`src/hdl/asr_pkg.sv`:
```
// Package with shared types, constants and helpers of the agent schedule scorer.
package asr_pkg;

    localparam int unsigned AGING_DIVISOR_DEF  = 5;
    localparam int unsigned VRUNTIME_SHIFT_DEF = 2;

    localparam int CFG_W     = 8;
    localparam int CFG_IDX_W = 3;

    typedef enum logic [CFG_IDX_W-1:0] {
        CFG_DEFAULT_PRIORITY = 3'd0,
        CFG_AGING_CAP        = 3'd1,
        CFG_BUDGET_PENALTY   = 3'd2,
        CFG_DEADLINE_WINDOW  = 3'd3,
        CFG_DEADLINE_BONUS   = 3'd4
    } cfg_idx_t;

    localparam logic [3:0] DEFAULT_PRIORITY_RST = 4'd5;
    localparam logic [5:0] AGING_CAP_RST        = 6'd20;
    localparam logic [4:0] BUDGET_PENALTY_RST   = 5'd5;
    localparam logic [7:0] DEADLINE_WINDOW_RST  = 8'd5;
    localparam logic [5:0] DEADLINE_BONUS_RST   = 6'd15;

    localparam int AGE_W     = 6;
    localparam int AGE_LIMIT = 2 ** AGE_W;
    localparam int SCORE_W   = 30;
    localparam int SUM_W     = 32;
    localparam int PART_W    = 11;
    localparam int POS_W     = 10;

    localparam logic signed [SUM_W-1:0] SCORE_LOW = -32'sd268435461;

    localparam logic [4:0] EVT_MESSAGE_PTS   = 5'd30;
    localparam logic [4:0] EVT_PARENT_PTS    = 5'd25;
    localparam logic [4:0] EVT_FILE_PTS      = 5'd20;
    localparam logic [4:0] EVT_HEARTBEAT_PTS = 5'd10;
    localparam logic [4:0] EVT_NONE_PTS      = 5'd0;

    typedef struct packed {
        logic [3:0] default_priority;
        logic [5:0] aging_cap;
        logic [4:0] budget_penalty;
        logic [7:0] deadline_window;
        logic [5:0] deadline_bonus;
    } cfg_t;

    typedef struct packed {
        logic        runnable;
        logic        agent;
        logic [31:0] since_fix;
        logic [31:0] diff;
        logic [3:0]  prio;
        logic [4:0]  evt;
        logic [3:0]  boost;
        logic [29:0] vrt_sh;
        logic        exhausted;
        logic        dl_near;
    } s1_t;

    typedef struct packed {
        logic                     runnable;
        logic                     agent;
        logic [31:0]              since_fix;
        logic                     big;
        logic [29:0]              vrt_sh;
        logic                     penalized;
        logic signed [PART_W-1:0] part;
    } s2_t;

    // The lowest set flag decides the event weight.
    function automatic logic [4:0] event_points(input logic [3:0] flags);
        logic [4:0] pts;
        priority if (flags[0]) pts = EVT_MESSAGE_PTS;
        else if (flags[1])     pts = EVT_PARENT_PTS;
        else if (flags[2])     pts = EVT_FILE_PTS;
        else if (flags[3])     pts = EVT_HEARTBEAT_PTS;
        else                   pts = EVT_NONE_PTS;
        return pts;
    endfunction

endpackage

```
`src/hdl/asr_if.sv`:
```
// Valid/ready channel interfaces for task items and score items.
interface asr_in_if;
    logic               valid;
    logic               ready;
    logic               is_runnable;
    logic               is_agent;
    logic [31:0]        now_tick;
    logic [31:0]        since_tick;
    logic [3:0]         base_priority;
    logic [3:0]         sched_priority;
    logic [3:0]         event_flags;
    logic [3:0]         boost_level;
    logic [29:0]        virtual_runtime;
    logic signed [15:0] budget_left;
    logic [31:0]        wait_deadline_tick;

    modport source (
        output valid, is_runnable, is_agent, now_tick, since_tick, base_priority,
               sched_priority, event_flags, boost_level, virtual_runtime,
               budget_left, wait_deadline_tick,
        input  ready
    );
    modport sink (
        input  valid, is_runnable, is_agent, now_tick, since_tick, base_priority,
               sched_priority, event_flags, boost_level, virtual_runtime,
               budget_left, wait_deadline_tick,
        output ready
    );
endinterface

interface asr_out_if;
    logic               valid;
    logic               ready;
    logic               eligible;
    logic signed [29:0] score;
    logic [31:0]        new_since_tick;
    logic               budget_penalized;

    modport source (
        output valid, eligible, score, new_since_tick, budget_penalized,
        input  ready
    );
    modport sink (
        input  valid, eligible, score, new_since_tick, budget_penalized,
        output ready
    );
endinterface

```
`src/hdl/asr_cfg.sv`:
```
// Configuration register file of the agent schedule scorer.
module asr_cfg (
    input  logic                            clk,
    input  logic                            rst_n,
    input  logic                            cfg_we,
    input  logic [asr_pkg::CFG_IDX_W-1:0]   cfg_index,
    input  logic [asr_pkg::CFG_W-1:0]       cfg_data,
    output asr_pkg::cfg_t                   cfg
);
    import asr_pkg::*;

    cfg_t cfg_reg;

    always_ff @(posedge clk or negedge rst_n)
    begin
        if (!rst_n)
        begin
            cfg_reg.default_priority <= DEFAULT_PRIORITY_RST;
            cfg_reg.aging_cap        <= AGING_CAP_RST;
            cfg_reg.budget_penalty   <= BUDGET_PENALTY_RST;
            cfg_reg.deadline_window  <= DEADLINE_WINDOW_RST;
            cfg_reg.deadline_bonus   <= DEADLINE_BONUS_RST;
        end
        else if (cfg_we)
        begin
            unique case (cfg_index)
                CFG_DEFAULT_PRIORITY: cfg_reg.default_priority <= cfg_data[3:0];
                CFG_AGING_CAP:        cfg_reg.aging_cap        <= cfg_data[5:0];
                CFG_BUDGET_PENALTY:   cfg_reg.budget_penalty   <= cfg_data[4:0];
                CFG_DEADLINE_WINDOW:  cfg_reg.deadline_window  <= cfg_data[7:0];
                CFG_DEADLINE_BONUS:   cfg_reg.deadline_bonus   <= cfg_data[5:0];
                default:              cfg_reg <= cfg_reg;
            endcase
        end
    end

    assign cfg = cfg_reg;
endmodule

```
`src/hdl/asr_stage1.sv`:
```
// First pipeline stage: stamp correction, tick difference, deadline test and field decode.
module asr_stage1 #(
    parameter int unsigned VRUNTIME_SHIFT = asr_pkg::VRUNTIME_SHIFT_DEF
) (
    input  logic           clk,
    input  logic           rst_n,
    asr_in_if.sink         task_in,
    input  asr_pkg::cfg_t  cfg,
    input  logic           adv_next,
    output logic           valid,
    output asr_pkg::s1_t   data
);
    import asr_pkg::*;

    logic        valid_reg;
    s1_t         data_reg;
    s1_t         data_next;
    logic        take;
    logic [31:0] since_fix;
    logic [32:0] dl_limit;

    assign take         = !valid_reg || adv_next;
    assign task_in.ready = take;

    always_comb
    begin
        if (task_in.since_tick != 32'd0)
            since_fix = task_in.since_tick;
        else if (task_in.now_tick != 32'd0)
            since_fix = task_in.now_tick;
        else
            since_fix = 32'd1;

        dl_limit = {1'b0, task_in.now_tick} + {25'd0, cfg.deadline_window};

        data_next.runnable  = task_in.is_runnable;
        data_next.agent     = task_in.is_agent;
        data_next.since_fix = task_in.is_runnable ? since_fix : task_in.since_tick;
        data_next.diff      = (task_in.now_tick > since_fix) ?
                              (task_in.now_tick - since_fix) : 32'd0;
        data_next.prio      = (task_in.sched_priority > task_in.base_priority) ?
                              task_in.sched_priority : task_in.base_priority;
        data_next.evt       = event_points(task_in.event_flags);
        data_next.boost     = task_in.boost_level;
        data_next.vrt_sh    = task_in.virtual_runtime >> VRUNTIME_SHIFT;
        data_next.exhausted = (task_in.budget_left <= 16'sd0);
        data_next.dl_near   = (task_in.wait_deadline_tick != 32'd0) &&
                              ({1'b0, task_in.wait_deadline_tick} <= dl_limit);
    end

    always_ff @(posedge clk or negedge rst_n)
    begin
        if (!rst_n)
            valid_reg <= 1'b0;
        else if (take)
            valid_reg <= task_in.valid;
    end

    always_ff @(posedge clk)
    begin
        if (take && task_in.valid)
            data_reg <= data_next;
    end

    assign valid = valid_reg;
    assign data  = data_reg;
endmodule

```
`src/hdl/asr_stage2.sv`:
```
// Second pipeline stage: reciprocal multiply for the aging quotient and the narrow score terms.
module asr_stage2 #(
    parameter int unsigned AGING_DIVISOR = asr_pkg::AGING_DIVISOR_DEF
) (
    input  logic                 clk,
    input  logic                 rst_n,
    input  logic                 in_valid,
    input  asr_pkg::s1_t         in_data,
    input  asr_pkg::cfg_t        cfg,
    input  logic                 adv_next,
    output logic                 take,
    output logic                 valid,
    output asr_pkg::s2_t         data,
    output logic [asr_pkg::AGE_W + 2*$clog2(asr_pkg::AGE_LIMIT*AGING_DIVISOR)
                  + $clog2(AGING_DIVISOR):0] prod
);
    import asr_pkg::*;

    // Any difference of at least AgeSpan gives a quotient above every cap value.
    localparam int AgeSpan = AGE_LIMIT * AGING_DIVISOR;
    localparam int NumW    = $clog2(AgeSpan);
    localparam int ShW     = $clog2(AGING_DIVISOR);
    localparam int Sh      = NumW + ShW;
    localparam int Mult    = (2 ** Sh + AGING_DIVISOR - 1) / AGING_DIVISOR;
    localparam int ProdW   = AGE_W + 2 * NumW + ShW + 1;

    logic             valid_reg;
    s2_t              data_reg;
    s2_t              data_next;
    logic [ProdW-1:0] prod_reg;
    logic [ProdW-1:0] prod_next;
    logic [POS_W-1:0] pos;
    logic [4:0]       neg;

    assign take = !valid_reg || adv_next;

    always_comb
    begin
        pos = POS_W'(in_data.prio) * POS_W'(10);
        if (in_data.agent)
        begin
            pos = pos + POS_W'(in_data.evt) + POS_W'(in_data.boost) * POS_W'(10);
            if (in_data.dl_near)
                pos = pos + POS_W'(cfg.deadline_bonus);
        end
        if (!in_data.agent)
            pos = POS_W'(cfg.default_priority) * POS_W'(10);
        neg = (in_data.agent && in_data.exhausted) ? cfg.budget_penalty : 5'd0;

        data_next.runnable  = in_data.runnable;
        data_next.agent     = in_data.agent;
        data_next.since_fix = in_data.since_fix;
        data_next.big       = (in_data.diff >= 32'(AgeSpan));
        data_next.vrt_sh    = in_data.agent ? in_data.vrt_sh : 30'd0;
        data_next.penalized = in_data.runnable && in_data.agent && in_data.exhausted;
        data_next.part      = signed'({1'b0, pos}) - signed'(PART_W'(neg));

        prod_next = ProdW'(in_data.diff[NumW-1:0]) * ProdW'(Mult);
    end

    always_ff @(posedge clk or negedge rst_n)
    begin
        if (!rst_n)
            valid_reg <= 1'b0;
        else if (take)
            valid_reg <= in_valid;
    end

    always_ff @(posedge clk)
    begin
        if (take && in_valid)
        begin
            data_reg <= data_next;
            prod_reg <= prod_next;
        end
    end

    assign valid = valid_reg;
    assign data  = data_reg;
    assign prod  = prod_reg;
endmodule

```
`src/hdl/asr_stage3.sv`:
```
// Third pipeline stage: aging cap, final sum, low saturation and the output register.
module asr_stage3 #(
    parameter int unsigned AGING_DIVISOR = asr_pkg::AGING_DIVISOR_DEF
) (
    input  logic                 clk,
    input  logic                 rst_n,
    input  logic                 in_valid,
    input  asr_pkg::s2_t         in_data,
    input  logic [asr_pkg::AGE_W + 2*$clog2(asr_pkg::AGE_LIMIT*AGING_DIVISOR)
                  + $clog2(AGING_DIVISOR):0] prod,
    input  asr_pkg::cfg_t        cfg,
    output logic                 take,
    asr_out_if.source            score_out
);
    import asr_pkg::*;

    localparam int NumW = $clog2(AGE_LIMIT * AGING_DIVISOR);
    localparam int Sh   = NumW + $clog2(AGING_DIVISOR);

    logic                      valid_reg;
    logic                      eligible_reg;
    logic signed [SCORE_W-1:0] score_reg;
    logic [31:0]               since_reg;
    logic                      pen_reg;
    logic [AGE_W-1:0]          quot;
    logic [AGE_W-1:0]          aging;
    logic signed [SUM_W-1:0]   sum;
    logic signed [SCORE_W-1:0] score_next;

    assign take = !valid_reg || score_out.ready;

    always_comb
    begin
        quot = prod[Sh +: AGE_W];
        if (in_data.big || (quot > cfg.aging_cap))
            aging = cfg.aging_cap;
        else
            aging = quot;

        sum = SUM_W'(in_data.part) + signed'(SUM_W'(aging))
              - signed'(SUM_W'(in_data.vrt_sh));
        if (!in_data.runnable)
            score_next = -30'sd1;
        else if (sum < SCORE_LOW)
            score_next = SCORE_LOW[SCORE_W-1:0];
        else
            score_next = sum[SCORE_W-1:0];
    end

    always_ff @(posedge clk or negedge rst_n)
    begin
        if (!rst_n)
            valid_reg <= 1'b0;
        else if (take)
            valid_reg <= in_valid;
    end

    always_ff @(posedge clk)
    begin
        if (take && in_valid)
        begin
            eligible_reg <= in_data.runnable;
            score_reg    <= score_next;
            since_reg    <= in_data.since_fix;
            pen_reg      <= in_data.penalized;
        end
    end

    assign score_out.valid            = valid_reg;
    assign score_out.eligible         = eligible_reg;
    assign score_out.score            = score_reg;
    assign score_out.new_since_tick   = since_reg;
    assign score_out.budget_penalized = pen_reg;
endmodule

```
`src/hdl/agent_schedule_scorer.sv`:
```
// Top level of the agent schedule scorer: configuration registers and a three-stage pipeline.
// A task item passes the stage-one, stage-two and stage-three registers in order; the
// stage-three register holds the result item until score_out takes it.
// Throughput is one item per cycle; the three stages each hold one item and advance
// under back-pressure, so a stalled output holds its item while upstream stages fill.
// Reset clears all pipeline valid bits and loads the configuration register defaults.
module agent_schedule_scorer #(
    parameter int unsigned AGING_DIVISOR  = asr_pkg::AGING_DIVISOR_DEF,
    parameter int unsigned VRUNTIME_SHIFT = asr_pkg::VRUNTIME_SHIFT_DEF
) (
    input  logic                          clk,
    input  logic                          rst_n,
    asr_in_if.sink                        task_in,
    asr_out_if.source                     score_out,
    input  logic                          cfg_we,
    input  logic [asr_pkg::CFG_IDX_W-1:0] cfg_index,
    input  logic [asr_pkg::CFG_W-1:0]     cfg_data
);
    import asr_pkg::*;

    localparam int ProdW = AGE_W + 2 * $clog2(AGE_LIMIT * AGING_DIVISOR)
                           + $clog2(AGING_DIVISOR) + 1;

    cfg_t             cfg;
    logic             s1_valid;
    s1_t              s1_data;
    logic             s2_take;
    logic             s2_valid;
    s2_t              s2_data;
    logic [ProdW-1:0] s2_prod;
    logic             s3_take;

    asr_cfg u_cfg (
        .clk       (clk),
        .rst_n     (rst_n),
        .cfg_we    (cfg_we),
        .cfg_index (cfg_index),
        .cfg_data  (cfg_data),
        .cfg       (cfg)
    );

    asr_stage1 #(
        .VRUNTIME_SHIFT (VRUNTIME_SHIFT)
    ) u_stage1 (
        .clk      (clk),
        .rst_n    (rst_n),
        .task_in  (task_in),
        .cfg      (cfg),
        .adv_next (s2_take),
        .valid    (s1_valid),
        .data     (s1_data)
    );

    asr_stage2 #(
        .AGING_DIVISOR (AGING_DIVISOR)
    ) u_stage2 (
        .clk      (clk),
        .rst_n    (rst_n),
        .in_valid (s1_valid),
        .in_data  (s1_data),
        .cfg      (cfg),
        .adv_next (s3_take),
        .take     (s2_take),
        .valid    (s2_valid),
        .data     (s2_data),
        .prod     (s2_prod)
    );

    asr_stage3 #(
        .AGING_DIVISOR (AGING_DIVISOR)
    ) u_stage3 (
        .clk       (clk),
        .rst_n     (rst_n),
        .in_valid  (s2_valid),
        .in_data   (s2_data),
        .prod      (s2_prod),
        .cfg       (cfg),
        .take      (s3_take),
        .score_out (score_out)
    );
endmodule
```
`src/flat_wrapper.sv`:
```
// flat-port wrapper written by rule: the top's interface ports become plain ports
module agent_schedule_scorer_flat import asr_pkg::*;
#(
    parameter int unsigned AGING_DIVISOR  = asr_pkg::AGING_DIVISOR_DEF,
    parameter int unsigned VRUNTIME_SHIFT = asr_pkg::VRUNTIME_SHIFT_DEF
)
  (clk, rst_n, cfg_we, cfg_index, cfg_data, task_in_valid, task_in_is_runnable, task_in_is_agent, task_in_now_tick, task_in_since_tick, task_in_base_priority, task_in_sched_priority, task_in_event_flags, task_in_boost_level, task_in_virtual_runtime, task_in_budget_left, task_in_wait_deadline_tick, task_in_ready, score_out_valid, score_out_eligible, score_out_score, score_out_new_since_tick, score_out_budget_penalized, score_out_ready);
  asr_in_if task_in_i ();
  asr_out_if score_out_i ();
  input  logic clk;
  input  logic rst_n;
  input  logic cfg_we;
  input  logic [asr_pkg::CFG_IDX_W-1:0] cfg_index;
  input  logic [asr_pkg::CFG_W-1:0] cfg_data;
  input wire logic [$bits(task_in_i.valid)-1:0] task_in_valid;
  input wire logic [$bits(task_in_i.is_runnable)-1:0] task_in_is_runnable;
  input wire logic [$bits(task_in_i.is_agent)-1:0] task_in_is_agent;
  input wire logic [$bits(task_in_i.now_tick)-1:0] task_in_now_tick;
  input wire logic [$bits(task_in_i.since_tick)-1:0] task_in_since_tick;
  input wire logic [$bits(task_in_i.base_priority)-1:0] task_in_base_priority;
  input wire logic [$bits(task_in_i.sched_priority)-1:0] task_in_sched_priority;
  input wire logic [$bits(task_in_i.event_flags)-1:0] task_in_event_flags;
  input wire logic [$bits(task_in_i.boost_level)-1:0] task_in_boost_level;
  input wire logic [$bits(task_in_i.virtual_runtime)-1:0] task_in_virtual_runtime;
  input wire logic [$bits(task_in_i.budget_left)-1:0] task_in_budget_left;
  input wire logic [$bits(task_in_i.wait_deadline_tick)-1:0] task_in_wait_deadline_tick;
  output wire logic [$bits(task_in_i.ready)-1:0] task_in_ready;
  output wire logic [$bits(score_out_i.valid)-1:0] score_out_valid;
  output wire logic [$bits(score_out_i.eligible)-1:0] score_out_eligible;
  output wire logic [$bits(score_out_i.score)-1:0] score_out_score;
  output wire logic [$bits(score_out_i.new_since_tick)-1:0] score_out_new_since_tick;
  output wire logic [$bits(score_out_i.budget_penalized)-1:0] score_out_budget_penalized;
  input wire logic [$bits(score_out_i.ready)-1:0] score_out_ready;
  assign task_in_i.valid = task_in_valid;
  assign task_in_i.is_runnable = task_in_is_runnable;
  assign task_in_i.is_agent = task_in_is_agent;
  assign task_in_i.now_tick = task_in_now_tick;
  assign task_in_i.since_tick = task_in_since_tick;
  assign task_in_i.base_priority = task_in_base_priority;
  assign task_in_i.sched_priority = task_in_sched_priority;
  assign task_in_i.event_flags = task_in_event_flags;
  assign task_in_i.boost_level = task_in_boost_level;
  assign task_in_i.virtual_runtime = task_in_virtual_runtime;
  assign task_in_i.budget_left = task_in_budget_left;
  assign task_in_i.wait_deadline_tick = task_in_wait_deadline_tick;
  assign task_in_ready = task_in_i.ready;
  assign score_out_valid = score_out_i.valid;
  assign score_out_eligible = score_out_i.eligible;
  assign score_out_score = score_out_i.score;
  assign score_out_new_since_tick = score_out_i.new_since_tick;
  assign score_out_budget_penalized = score_out_i.budget_penalized;
  assign score_out_i.ready = score_out_ready;
  agent_schedule_scorer #(.AGING_DIVISOR(AGING_DIVISOR), .VRUNTIME_SHIFT(VRUNTIME_SHIFT)) u_core (.clk(clk), .rst_n(rst_n), .task_in(task_in_i), .score_out(score_out_i), .cfg_we(cfg_we), .cfg_index(cfg_index), .cfg_data(cfg_data));
endmodule
```
`config.mk`:
```
export PLATFORM = sky130hd
export DESIGN_NAME = agent_schedule_scorer_flat
export DESIGN_NICKNAME = d
export VERILOG_FILES = /design/src/hdl/asr_pkg.sv /design/src/hdl/asr_if.sv /design/src/hdl/asr_cfg.sv /design/src/hdl/asr_stage1.sv /design/src/hdl/asr_stage2.sv /design/src/hdl/asr_stage3.sv /design/src/hdl/agent_schedule_scorer.sv /design/src/flat_wrapper.sv
export SDC_FILE = /design/constraint.sdc
export NUM_CORES = 1
export LEC_CHECK = 0
export BUFFER_PORTS_ARGS = -buffer_cell sky130_fd_sc_hd__buf_2
export CORE_MARGIN = 1.5
export CORE_UTILIZATION = 32
export CTS_BUF_LIST = sky130_fd_sc_hd__clkbuf_16
export DETAILED_ROUTE_END_ITERATION = 7
export GPL_ROUTABILITY_DRIVEN = 0
export PLACE_DENSITY = 0.45
export SYNTH_ARGS = -nofsm -noshare
export SYNTH_HDL_FRONTEND = slang
export SYNTH_SLANG_ARGS = --single-unit
```
`constraint.sdc`:
```
create_clock -name clk -period 10.4 [get_ports clk]
set_input_delay 0.52 -clock clk [delete_from_list [all_inputs] [get_ports clk]]
set_output_delay 0.52 -clock clk [all_outputs]
set_load 0.05 [all_outputs]
```
# Yosys cells after proc, flatten, opt, wreduce, memory -nomap -nowiden
# Cells that the tools add are included.
# word_totals
reg_bits	295
in_bits	176
output_inout_bits	66
# op_classes
order_cmp	7
add_sub_neg	8
muxes	12
n_eq_ne	4
bitwise	1
n_mul	4
reduce_logical	26
# ops
op	count
$mux W32	3
$reduce_bool A32 Y1	3
$add A32 B8 Y33	1
$le A32 B33 Y1	1
$ge A32 B9 Y1 const B	1
$gt A32 B32 Y1	1
$sub A32 B32 Y32	1
$lt A30 B30 Y1 const B	1
$sub A12 B29 Y30	1
$mux W29	1
$mul A4 B3 Y7 const B	3
$mux W10	2
$le A16 B1 Y1 const B	1
$mul A9 B8 Y16 const B	1
$add A11 B7 Y12	1
$mux W4	3
$sub A10 B5 Y11	1
$add A10 B6 Y10	1
$add A9 B8 Y10	1
$reduce_and A2 Y1	5
$add A8 B5 Y9	1
$logic_and A1 B1 Y1	7
$eq A3 B2 Y1 const B	2
$gt A6 B6 Y1	1
other kinds (12)	18

# Longest topological paths before layout
# Gate-level depths: netlist (run 1).
# depth
ltp_word	7
ltp_mapped	22

# Hierarchy
# Synthesis (run 1) repeated with hierarchy kept, for this count alone.
# hier_totals
hier_cells	1901
hier_area_um2	20387.1
# by_module_without_submodules
mod	area_each_um2	seq_area_each_um2	cells_each	instances
asr_stage1	7741.2	3298.2	752	1
asr_stage2	6179.7	2847.7	511	1
asr_stage3	5317.6	1946.9	573	1
asr_cfg	1148.6	740.7	65	1

# Worst setup path after synthesis (run 1)
# No wires, ideal clock.
# synth_path
path_type	register to register
start	register u_core.u_cfg.cfg_reg (netlist bit u_core.u_cfg.cfg[23])
end	register u_core.u_stage3.score_reg[1], in the netlist u_core.u_stage3.score_out.score[1], data pin
arrival_time_ns	4.899
slack_ns	5.234
stages_incl_launch_ff	19
period_less_slack_ns	5.166
cell_sequence	dfstp_2 -> inv_1 -> ha_1 -> nand3_1 -> or2_2 -> a21oi_1 -> nand2_1 -> o21ai_0 -> fa_1 -> ha_1 -> nor2b_4 -> o31a_1 -> o311a_4 -> or4_4 -> a31oi_1 -> xor2_1 -> a2111oi_1 -> and3_1 -> a22oi_1
# synth_between
elab_chain_len	7
# synth_rtl
item	line	text
from (decl)	asr_cfg.sv:12	cfg_t cfg_reg;
from (signal assigned)	asr_cfg.sv:32	default: cfg_reg <= cfg_reg;
$gt A6 B6 Y1	asr_stage3.sv:35	if (in_data.big || (quot > cfg.aging_cap))
$logic_or A1 B1 Y1	asr_stage3.sv:35	
$mux W6 (*)	asr_stage3.sv:35	
$add A11 B7 Y12 (*)	asr_stage3.sv:40	sum = SUM_W'(in_data.part) + signed'(SUM_W'(aging))
$sub A12 B29 Y30 (*)	asr_stage3.sv:41	- signed'(SUM_W'(in_data.vrt_sh));
$lt A30 B30 Y1	asr_stage3.sv:44	else if (sum < SCORE_LOW)
$reduce_or A2 Y1 (no line)	-	
to (signal assigned)	asr_stage3.sv:63	score_reg <= score_next;
to (decl)	asr_stage3.sv:22	logic signed [SCORE_W-1:0] score_reg;
# Every way passes the cells marked *; elsewhere a longest branch is shown, timed or not.
# A chain may end at the register's enable or synchronous reset.

# Worst setup path in the final report (run 1)
# layout_path
start	register u_core.u_cfg.cfg_reg (netlist bit u_core.u_cfg.cfg[23])
end	register u_core.u_stage3.score_reg[7], in the netlist u_core.u_stage3.score_out.score[7], data pin
# The elaborated chain is that of the path after synthesis.

==> results of run 1 <==
cell families after synthesis:
logic type,count (synthesis),share of synthesized area [%]
flops,285,45.4
buf+inv,171,3.48
simple gates,499,13.8
fa+ha+maj,245,17.8
compound gates,372,12.3
xor+xnor,99,4.68
mux,42,2.48
critical path, cell delays in order (launching register included):
cell and delay [ns]:
dfstp_2 0.52, inv_1 0.05, ha_1 0.29, nand3_1 0.10, or2_2 0.30, a21oi_1 0.57
o21ai_0 0.23, fa_1 0.47, ha_1 0.36, nor2b_4 0.15, o31a_1 0.30, o311ai_1 0.35
a31oi_1 0.19, o31ai_1 0.49, a211o_1 0.15, a21oi_1 0.13, nor2_2 0.80, o21ai_0 0.31
per-stage QoR:
stage	cell area, sq um	hold slack (ns)	util, %	std cells
6_report	21700	0.0298	37.8	2746
5_1_grt	21700	0.0742	37.8	2746
4_1_cts	21700	0.0262	37.8	2746
3_5_place_dp	20600	0.405	35.9	2686
3_3_place_gp	20600	0.402	35.9	2686
2_1_floorplan	18500	0.224	-	1713
layout make-up:
type,count,area [sq um]
clock buffers,37,926
repair buffers,245,1240
clock inverters,23,215
fillers,5778,35700
flip-flops and latches,285,8410
inverters,134,503
multi-input cells,1257,9490
well taps,765,957
layer usage:
| metal | track usage, % | routed length (um) | part of all wire (%) |
|---|---|---|---|
| met4 | 4.74 | 1130 | 2.3 |
| met5 | 0 | 11 | 0.022 |
| met3 | 3.06 | 2580 | 5.2 |
| met1 | 23.9 | 24100 | 49 |
| met2 | 25.6 | 21600 | 44 |
where the power goes:
group / internal [mW] / switching (mW) / total [mW] / leakage, nW
clock: 0.740 / 0.491 / 1.23 / 0.567
combinational: 0.819 / 1.33 / 2.15 / 5.75
sequential: 1.49 / 0.0799 / 1.57 / 2.78
total: 3.05 / 1.90 / 4.95 / 9.10
cells in the final DEF, fill, tap and decap left out, drive strengths merged, types with 47 or more instances in the layout:
| cell type | n |
|---|---|
| edfxtp | 253 |
| buf | 245 |
| ha | 213 |
| a21oi | 161 |
| inv | 140 |
| nor2 | 127 |
| nand2 | 84 |
| o21ai | 67 |
| xnor2 | 59 |
| a21o | 47 |
how the worst min path moves through the flow:
stage	startpoint	endpoint	slack, ns	cells past startpoint
2_1_floorplan	rst_n	u_core.u_cfg.cfg[10]$_DFFE_PN0P_	0.22	0
3_3_place_gp	u_core.u_stage1.data[78]$_DFFE_PP_	u_core.u_stage2.data[44]$_DFFE_PP_	0.40	0
4_1_cts	rst_n	u_core.u_stage1.valid$_DFFE_PN0N_	0.03	1
5_1_grt	rst_n	u_core.u_stage2.valid$_DFFE_PN0P_	0.07	1
3_5_place_dp	u_core.u_stage1.data[102]$_DFFE_PP_	u_core.u_stage2.data[68]$_DFFE_PP_	0.40	0
6_report	rst_n	u_core.u_stage1.valid$_DFFE_PN0N_	0.03	1
==> results.toml, run 1 <==
[logic_synthesis]
synth_fp_nets = 2134
syn_area_sq_um = 18500
synth-edff-count = 253
post-synth-top-area-fraction_pct = 41.0
yosysSeqAreaShare_pct = 45.4
synthTopCellsByArea = "edfxtp_1 41%, ha_1 14%, a21oi_1 4.3%, fa_1 3.5%, xnor2_1 2.8%"
synth_top_area_cell = "edfxtp_1"
syn_inst = 1713
yosys_warnings = 0
netlist_top_cells_count = "253 x edfxtp_1, 213 x ha_1, 161 x a21oi_1"
ys_types = 70
ys_ff_latch = 285
avgSynthCellArea_sq_um = 10.8
synth-main-ff-cell = "edfxtp_1"
yosysMostFrequentCell = "edfxtp_1"
async_flop_share_pct = 11.2

[detailed_routing]
wl_um = 49500
vias = 13700
drc = 0
wire_per_inst_um = 18.0
firstDrtPassIters = 6
ant_nets = 0
via_per_inst = 4.99
dr.first_iter.drc_count = 747

[global_route]
gr-total-overflow = 0
grt_pass1_vias = 13700
antenna_found_initial = 1
grt_max_degree = 72
track_usage_pct = 16.7
grt_pass1_wl_um = 77300

[placement]
numPortBuffers = 239
dp.final_hpwl_um = 38400
pre_cts_slack_ns = 4.21

[sta]
timing.final.ws_setup_ns = 4.31
period_needed_ns = 6.09
rsz0062_at_grt = "no"
hold_violations = 0
tns_ns = 0
tightest_slew_ns = 1.09
max_freq_mhz = 164
finalCritPeriodShare_pct = 58.6
relSlewSlack_pct = 26.7
setup_viol = 0
clock_skew_ns = 0.0264
slew_violations = 0

[clock_network]
clkTransAtPathRegs_ns = 0.06
cts_buffer_depth = 3
cts_hold_buf = 0
cts_max_level = 2
insertion_delay_ns = 0.55
numCtsBuffers = 35
post-cts-setup-buffers = 0
cts_num_sinks = 285
ctsResizeCount = 0
cts_root_buffer = "clkbuf_16"
tritoncts = "yes"

[finish]
num_antenna_cells = 0
area_growth_pct = 17.3
final_nets = 2379
layout-drive-gt1-share_pct = 17.8
largest_reg_flops = 109

[critical_path]
crit_end = "u_core.u_stage3.score_out.score[7]$_SDFFCE_PP1P_"
cp_max_fo = 23
timing.rr.end = "u_core.u_stage3.score_out.score[7]$_SDFFCE_PP1P_"
cp-start-kind = "register"
worst-endpoint-arrival_ns = 6.31
rr_worst_depth = 17
required_ns = 10.61
timing.critical_path.from = "u_core.u_cfg.cfg[23]$_DFFE_PN1P_"
path_class = "reg -> reg"
r2r_start = "u_core.u_cfg.cfg[23]$_DFFE_PN1P_"
crit_path_end_kind = "register"
reg2reg_slack_ns = 4.31

[die]
io_pins = 242
die_h_um = 244
die_x_um = 244
num_rows = 88
core-area_sq_um = 57500
start_util_pct = 32.3
die-area_sq_um = 59400

[pwr]
cellPowerDensity_nw_per_um2 = 228
ir_worst_vdd_uv = 125
power_mw = 4.95
leakage_nw = 9.10

[flow_run]
cap_viol_max_count = 0

[status]
status = "completed"

[hold_path]
hold_class = "in -> async"
Note: power is estimated with default switching activity, not from simulation.
==> run 2: changes to the inputs <==
Settings changed: ABC_AREA set to 1, PLACE_DENSITY 0.45 to 0.47.
Clock period 10.4 ns to 4.9 ns, I/O delays scaled along.
==> run 2 against run 1 <==
Critical path depth is 11 higher. Largest power group unchanged. Synthesized area is 5.1% higher. Via count is 17% higher. Clock skew is 0.011 ns lower. Sequential share of layout area is 2.6 points lower. Cell count is 21% higher.
==> results.toml, run 2 <==
[status]
status = "completed"

[clock_network]
cts_root_buffer = "clkbuf_16"
cts_buffer_depth = 3
cts_max_level = 2
clkTransAtPathRegs_ns = 0.06
tritoncts = "yes"
cts_num_sinks = 285
insertion_delay_ns = 0.54
numCtsBuffers = 34

[critical_path]
cp_slowest_cell = "dfstp_2"
cp_max_fo = 14
rr_worst_depth = 28
worst-endpoint-arrival_ns = 4.93
timing.rr.end = "u_core.u_stage3.score_out.score[11]$_SDFFCE_PP1P_"
crit_top_cell = "nand2_1"
path_class = "reg -> reg"
crit_path_max_incr_delay_ns = 0.53
cp-start-kind = "register"
crit_end = "u_core.u_stage3.score_out.score[11]$_SDFFCE_PP1P_"
required_ns = 5.14
reg2reg_slack_ns = 0.22
r2r_start = "u_core.u_cfg.cfg[23]$_DFFE_PN1P_"
timing.critical_path.from = "u_core.u_cfg.cfg[23]$_DFFE_PN1P_"
crit_path_end_kind = "register"

[sta]
whs_ns = 0.0338
period_needed_ns = 4.68
clock_skew_ns = 0.0159
slew_violations = 0
setup_viol = 0
tightest_slew_ns = 1.02
hold_violations = 0
finalCritPeriodShare_pct = 95.6
max_freq_mhz = 213
relSlewSlack_pct = 31.8

[detailed_routing]
ant_nets = 0
via_per_inst = 4.84
dr.first_iter.drc_count = 832
wl_um = 55500
drc = 0
firstDrtPassIters = 5
vias = 16000
wire_per_inst_um = 16.8

[global_route]
grt_pass1_vias = 16200
grt_pass1_wl_um = 86400
track_usage_pct = 17.7
antenna_found_initial = 9
gr-total-overflow = 0
grt_max_degree = 66

[pwr]
power_mw = 11.8
ir_worst_vdd_uv = 201
leakage_nw = 10.9
cellPowerDensity_nw_per_um2 = 506

[logic_synthesis]
ys_ff_latch = 285
avgSynthCellArea_sq_um = 8.87
synthTopCellsByArea = "edfxtp_1 39%, ha_1 14%, nand2_1 8.9%, inv_1 7.1%, a21oi_1 4.2%"
yosys_warnings = 0
netlist_top_cells_count = "462 x nand2_1, 369 x inv_1, 253 x edfxtp_1"
yosysSeqAreaShare_pct = 43.2
synth-edff-count = 253
synth_fp_nets = 2617
synth-main-ff-cell = "edfxtp_1"
syn_area_sq_um = 19500
async_flop_share_pct = 11.2
syn_inst = 2196
synth_top_area_cell = "edfxtp_1"
post-synth-top-area-fraction_pct = 39.0
yosysMostFrequentCell = "nand2_1"
ys_types = 47

[die]
die_h_um = 250
die_x_um = 250
die-area_sq_um = 62400
start_util_pct = 32.3
num_rows = 90
core-area_sq_um = 60200
io_pins = 242

[placement]
numPortBuffers = 239
dp.final_hpwl_um = 44800

[finish]
final_nets = 2922
area_growth_pct = 19.8
final_common_cell = "nand2_1"
largest_reg_flops = 109
final_cell_mix = "460 x nand2_1, 370 x inv_1, 253 x edfxtp_1"
layout-drive-gt1-share_pct = 14.1

[hold_path]
hold_class = "in -> reg"

[flow_run]
cap_viol_max_count = 0
run 2: worst min-delay path by stage:
stage | from | to | depth (start not counted)
finish | task_in_budget_left[15] | u_core.u_stage1.data[1]$_DFFE_PP_ | 2
global route | task_in_budget_left[15] | u_core.u_stage1.data[1]$_DFFE_PP_ | 2
CTS | task_in_event_flags[2] | u_core.u_stage1.data[40]$_SDFFCE_PP1P_ | 3
detailed placement | rst_n | u_core.u_stage1.valid$_DFFE_PN0N_ | 1
global placement | rst_n | u_core.u_stage1.valid$_DFFE_PN0N_ | 1
floorplan | rst_n | u_core.u_cfg.cfg[10]$_DFFE_PN0P_ | 0
run 2: stage by stage:
stage / cell area [sq um] / cells / TNS (ns) / worst slack [ns] / util, %
after floorplan: 19500 / 2196 / 0 / 0.612 / -
after global placement: 21700 / 3201 / 0 / 0.170 / 36.0
after detailed placement: 21700 / 3201 / 0 / 0.120 / 36.0
after CTS: 23300 / 3304 / 0 / 0.0728 / 38.6
after global routing: 23300 / 3308 / -1.11 / -0.0585 / 38.7
final: 23300 / 3311 / 0 / 0.215 / 38.8
run 2: report_power, final:
group          switching, mW  total, mW  leakage [nW]  internal [mW]
Clock                   1.00       2.58         0.582           1.58
Sequential             0.214       3.56          2.80           3.34
Combinational           3.69       5.67          7.52           1.97
run 2: metal layers:
| layer | wire length [um] | part of all wire, % | track usage [%] | vias up |
|---|---|---|---|---|
| met2 | 26300 | 47 | 30.7 | 399 |
| met4 | 2250 | 4.1 | 7.04 | 10 |
| met1 | 23700 | 43 | 21.4 | 7481 |
| met5 | 64 | 0.12 | 0 | - |
| met3 | 3150 | 5.7 | 3.84 | 111 |
| li1 | - | - | - | 8035 |
run 2: logic make-up after synthesis:
group | after synthesis | share of synthesized area, %
flip-flops | 285 | 43.2
adder cells (fa/ha/maj) | 245 | 17.0
XOR/XNOR | 77 | 3.46
multiplexers | 2 | 0.116
AO/OA/AOI/OAI | 325 | 9.18
buffers and inverters | 401 | 7.85
AND/OR/NAND/NOR | 861 | 19.3
run 2: timing repair:
item / 4_1_cts / 5_1_grt
hold endpoints to repair: 63 / 0
setup buffers: 0 / 2
resized for setup: 0 / 13
hold buffers: 43 / 0
endpoints found under the setup margin: 0 / 29
run 2: layout make-up:
class	instances	area, sq um
multi-input combinational	1510	9600
tap	782	978
clock inverter	23	225
fill	6110	36900
clock buffer	37	926
timing repair buffer	300	1800
antenna	4	10.0
inverter	370	1390
sequential	285	8410
run 2: worst max-delay path, delay by kind of cell (launching register included):
kind / cells / cell delay (ns)
AOI/OAI and AO/OA: 3 / 0.56
adders and majority gates: 3 / 1.05
buffers and inverters: 5 / 0.56
DFF: 1 / 0.53
and+or+nand+nor: 17 / 1.69
